File: src/design/ptsd_pkg.sv
// Types, widths and case codes for the point-to-segment distance block
package ptsd_pkg;

  localparam int COORD_BITS = 24;
  localparam int CW     = COORD_BITS;
  localparam int DW     = CW + 1;          // coordinate difference
  localparam int PW     = 2 * DW;          // product of two differences
  localparam int DOTW   = PW + 1;          // dot product / cross product
  localparam int CRW    = PW + 1;
  localparam int LENW   = PW;              // squared length, unsigned
  localparam int NUMW   = 2 * CRW;         // radicand numerator
  localparam int RW     = CW + 2;          // root bits resolved by the cell row
  localparam int QW     = RW + LENW;       // root times denominator
  localparam int TW     = NUMW + 2;        // trial value in a cell
  localparam int LO     = CRW / 2;         // low split of |cross|
  localparam int HI     = CRW - LO;
  localparam int BIT_W  = $clog2(RW);
  localparam int DIST_W = CW + 1;

  localparam logic [1:0] CASE_DEGEN    = 2'd0;
  localparam logic [1:0] CASE_START    = 2'd1;
  localparam logic [1:0] CASE_END      = 2'd2;
  localparam logic [1:0] CASE_INTERIOR = 2'd3;

  typedef struct packed {
    logic signed [CW-1:0] start_x;
    logic signed [CW-1:0] start_y;
    logic signed [CW-1:0] end_x;
    logic signed [CW-1:0] end_y;
    logic signed [CW-1:0] query_x;
    logic signed [CW-1:0] query_y;
  } item_t;

  typedef struct packed {
    logic [DIST_W-1:0] dist_res;
    logic [1:0]        nearest_case;
  } result_t;

  // work carried along the root cell row
  typedef struct packed {
    logic [NUMW-1:0] num;
    logic [LENW-1:0] den;
    logic [NUMW-1:0] p;     // d*d*den
    logic [QW-1:0]   q;     // d*den
    logic [RW-1:0]   d;
    logic [1:0]      code;
  } root_t;

endpackage

File: src/design/ptsd_cell.sv
// One root cell: decides one bit of floor(sqrt(num/den)) and hands on
module ptsd_cell (
  input  logic                      clk,
  input  logic                      rst,
  input  logic [ptsd_pkg::BIT_W-1:0] bit_idx,
  input  logic                      prev_vld,
  input  ptsd_pkg::root_t           prev_work,
  input  logic                      next_en,
  output logic                      en,
  output logic                      vld,
  output ptsd_pkg::root_t           work
);
  import ptsd_pkg::*;

  logic [TW-1:0] trial;
  logic          take;

  // (d + 2^b)^2 * den = p + q*2^(b+1) + den*2^(2b)
  assign trial = TW'(prev_work.p) + (TW'(prev_work.q) << (bit_idx + 1'b1))
                 + (TW'(prev_work.den) << {bit_idx, 1'b0});
  assign take  = trial <= TW'(prev_work.num);
  assign en    = !vld || next_en;

  always_ff @(posedge clk) begin
    if (rst) vld <= 1'b0;
    else if (en) vld <= prev_vld;
  end

  always_ff @(posedge clk) begin
    if (en && prev_vld) begin
      work.num  <= prev_work.num;
      work.den  <= prev_work.den;
      work.code <= prev_work.code;
      if (take) begin
        work.p <= trial[NUMW-1:0];
        work.q <= prev_work.q + (QW'(prev_work.den) << bit_idx);
        work.d <= prev_work.d | (RW'(1) << bit_idx);
      end else begin
        work.p <= prev_work.p;
        work.q <= prev_work.q;
        work.d <= prev_work.d;
      end
    end
  end

endmodule

File: config.mk
export PLATFORM = sky130hd
export DESIGN_NAME = ptsd_cell
export DESIGN_NICKNAME = d
export VERILOG_FILES = /design/src/design/ptsd_pkg.sv /design/src/design/ptsd_cell.sv
export SDC_FILE = /design/constraint.sdc
export NUM_CORES = 2
export LEC_CHECK = 0
export CELL_PAD_IN_SITES_DETAIL_PLACEMENT = 1
export CELL_PAD_IN_SITES_GLOBAL_PLACEMENT = 1
export CORE_MARGIN = 4
export CORE_UTILIZATION = 28
export DETAILED_ROUTE_END_ITERATION = 12
export DONT_BUFFER_PORTS = 1
export PLACE_DENSITY_LB_ADDON = 0.1
export SYNTH_ARGS = -nofsm -noshare
export SYNTH_HDL_FRONTEND = slang
export SYNTH_SLANG_ARGS = --single-unit
File: constraint.sdc
create_clock -name clk -period 10.5 [get_ports clk]
set_input_delay 1.575 -clock clk [delete_from_list [all_inputs] [get_ports clk]]
set_output_delay 1.575 -clock clk [all_outputs]
set_load 0.005 [all_outputs]
==> results.md <==
* Status: completed
* Global-route wire length before repair at 279000 um
* Hold path start: vld
* Final period util at 0.973
* Total Wirelength at between 200000 and 250000 um
* Via-per-instance ratio at approximately 5.4
* Syn Area/Cell at 8.95 um^2
* All-Layer GR Usage at 0.259
* Slowest Stage Delay on Critical Path at 0.52 ns
* WP data required at 10.86 ns
* Reg-to-reg startpoint: vld
* GRT overflow at 0
* Crit path top cell by count: buf_4
* PwrDens at between 200 and 250 nW/um^2
* # DRC at 0
* End of the worst register-to-register path: work[229]
* Min-delay worst type: flip-flop to flip-flop
* CP arrival at approximately 11 ns
* Routability congestion estimate at about 0.95
* Area after DPL at 46300 um^2
* Wire length per cell at about 29 um
* Dominant synthesized flop cell: edfxtp_1
* Final setup fails at 0
* IO Pins at 727
* Register area share after synthesis at 0.271
* Peak supply drop at 0.171 mV
* CTS Root Cell: clkbuf_16
* Tightest Pin Transition at 1.05 ns
* Top cells by count, synth: 473 x nor2_1, 430 x nand2_1, 358 x edfxtp_1, 357 x a21oi_1, 333 x o21ai_0
* FF+latch count, synth at between 300 and 400
* Max Slew Vio Count at 0
* Starting Density at 0.281
* Die area at 148000 um^2
* Cell taking the most area after synthesis: edfxtp_1
* Leakage at 21.2 nW
* Synth top area share at 0.270
* Critical Path Source Type: input pin
* Flop2flop setup slack at 7.86 ns
* Relative slew slack at 0.301
* Area contributors post-synth: edfxtp_1 27%, ha_1 9.0%, mux2i_1 5.4%, fa_1 5.2%, mux2_4 4.5%
* Site Rows at about 140
* Fin cells at 6823
* Post-Syn Nets at 5202
* Peak fanout along the critical path at 212
* EDFF count, synth at 358
* Htree depth at 2
* Clock sinks at around 360
* Async set-or-reset flop fraction in the synthesized netlist at 0
* Antenna Nets Post-Route at 0
* TritonCTS clock tree: done
* Total number of vias at 36593
* Netlist cell types at 90
* Layout cells sized above 1 at 0.214
* Initial antenna violation count at 7
* Final nets at 5655
* Cts bufs inserted at 45
* Hold endpoint: vld
* Core area at 141000 um^2
* Placed instance count at 6737
* CP max-delay cell: mux4_2
* R2R depth at 4
* Crit end category: flip-flop
* DPL Wire Length at 173000 um
* Hold_buf cts at 0
* Worst clock skew at 0.0214 ns
* DIE WIDTH at 385 um
* DR iter-0 viols at 2505
* Largest net degree at the start of global routing at between 200 and 250
* Crit path time final at between 10 and 15 ns
* Final hold violations at 0
* Longest Clk Path Bufs at 3
* Synth Warn # at 0
* Synth-to-layout area growth at 20.5%
* Mapped cell area at roughly 40000 um^2
* DR pass1 iterations at 5
* Worst-Skew Late Latency at 0.63 ns
* Die height at 385 um
* Buffers on Ports at 0
* Worst-path clk slew at 0.06 ns
* Setup CP Type: input pin to flip-flop
* Most frequent cell after synthesis: nor2_1
* Cell area after layout at 47900 um^2
* WHS at 0.583 ns
* Fmax at 0.0979 GHz
* Max cap viols at 0
* Hold path depth at 2
* Synth Instances at 4444
* Vias in the first global route at 37490
==> cell type report <==
cell class              count  area [um^2]
clock buffers              54         1200
repair buffers            662         5240
well taps                1890         2360
diodes                      1         2.50
fillers                 16345        93500
inverters                 265          995
clock inverters            28          303
multi-input cells        3564        27100
flip-flops and latches    359        10800
==> power by group <==
group / internal, mW / switching, mW / total (mW)
sequential: 2.11 / 0.219 / 2.32
clock: 0.944 / 0.666 / 1.61
combinational: 3.60 / 3.93 / 7.53
total: 6.65 / 4.82 / 11.5
==> state kept, by name, summed over array words and instances, names as in the netlist <==
register and flops:
vld 1, work 358
==> what timing repair did <==
action	CTS	global route
hold endpoints to repair	0	0
resized for setup	0	20
buffers inserted	0	2
setup endpoints to repair	0	204
==> logic make-up after synthesis <==
logic type / share of synthesized area
simple gates: 0.148
compound gates: 0.192
buf+inv: 0.0529
mux: 0.157
fa+ha+maj: 0.143
flops: 0.271
xor+xnor: 0.0371
==> metal layers <==
metal | wire (um) | share of wire | global-route usage | vias up
met5 | 13 | 0.000065 | 0 | -
met4 | 7820 | 0.039 | 0.0878 | 2
met3 | 10100 | 0.050 | 0.0373 | 196
met2 | 96100 | 0.48 | 0.443 | 1052
met1 | 86700 | 0.43 | 0.335 | 18239
li1 | - | - | - | 17104
==> how the worst max path moves through the flow <==
stage,start,to,slack (ns)
after floorplan,bit_idx[1],work[102],0.05
after global placement,bit_idx[0],work[131],-0.40
after detailed placement,bit_idx[0],work[136],-0.44
after CTS,bit_idx[0],work[188],0.19
after global routing,bit_idx[0],work[133],-0.005
final,bit_idx[0],work[137],0.28
==> placed cells by master (no fill, tap or decap), types with 50 or more instances in the layout <==
cell / count
mux4_2: 69
nand4_1: 72
inv_1: 262
nand3_1: 80
buf_4: 641
edfxtp_1: 358
nor2_1: 473
nor3_1: 50
mux2_4: 120
a21o_1: 138
xor2_1: 59
o21ai_0: 327
o21bai_1: 51
nand2_1: 430
a21oi_1: 355
ha_1: 286
fa_1: 104
mux2_2: 63
xnor2_1: 104
mux2i_1: 213
==> through the flow <==
step           worst slack (ns)  setup TNS (ns)   util  power (mW)
2_1_floorplan            0.0477               0      -        6.77
3_3_place_gp             -0.402          -69.05  0.327        9.73
3_5_place_dp             -0.445          -78.35  0.327        9.82
4_1_cts                   0.189               0  0.338        11.5
5_1_grt                -0.00489        -0.00749  0.339        12.3
6_report                  0.281               0  0.339        11.5
==> critical path: cells and delay by family <==
family          cells  cell delay, ns
buf+inv            12            1.89
simple gates       11            1.63
compound gates     11            2.58
mux                 4            1.31
fa+ha+maj           4            1.34
(Power assumes the default switching activity.)
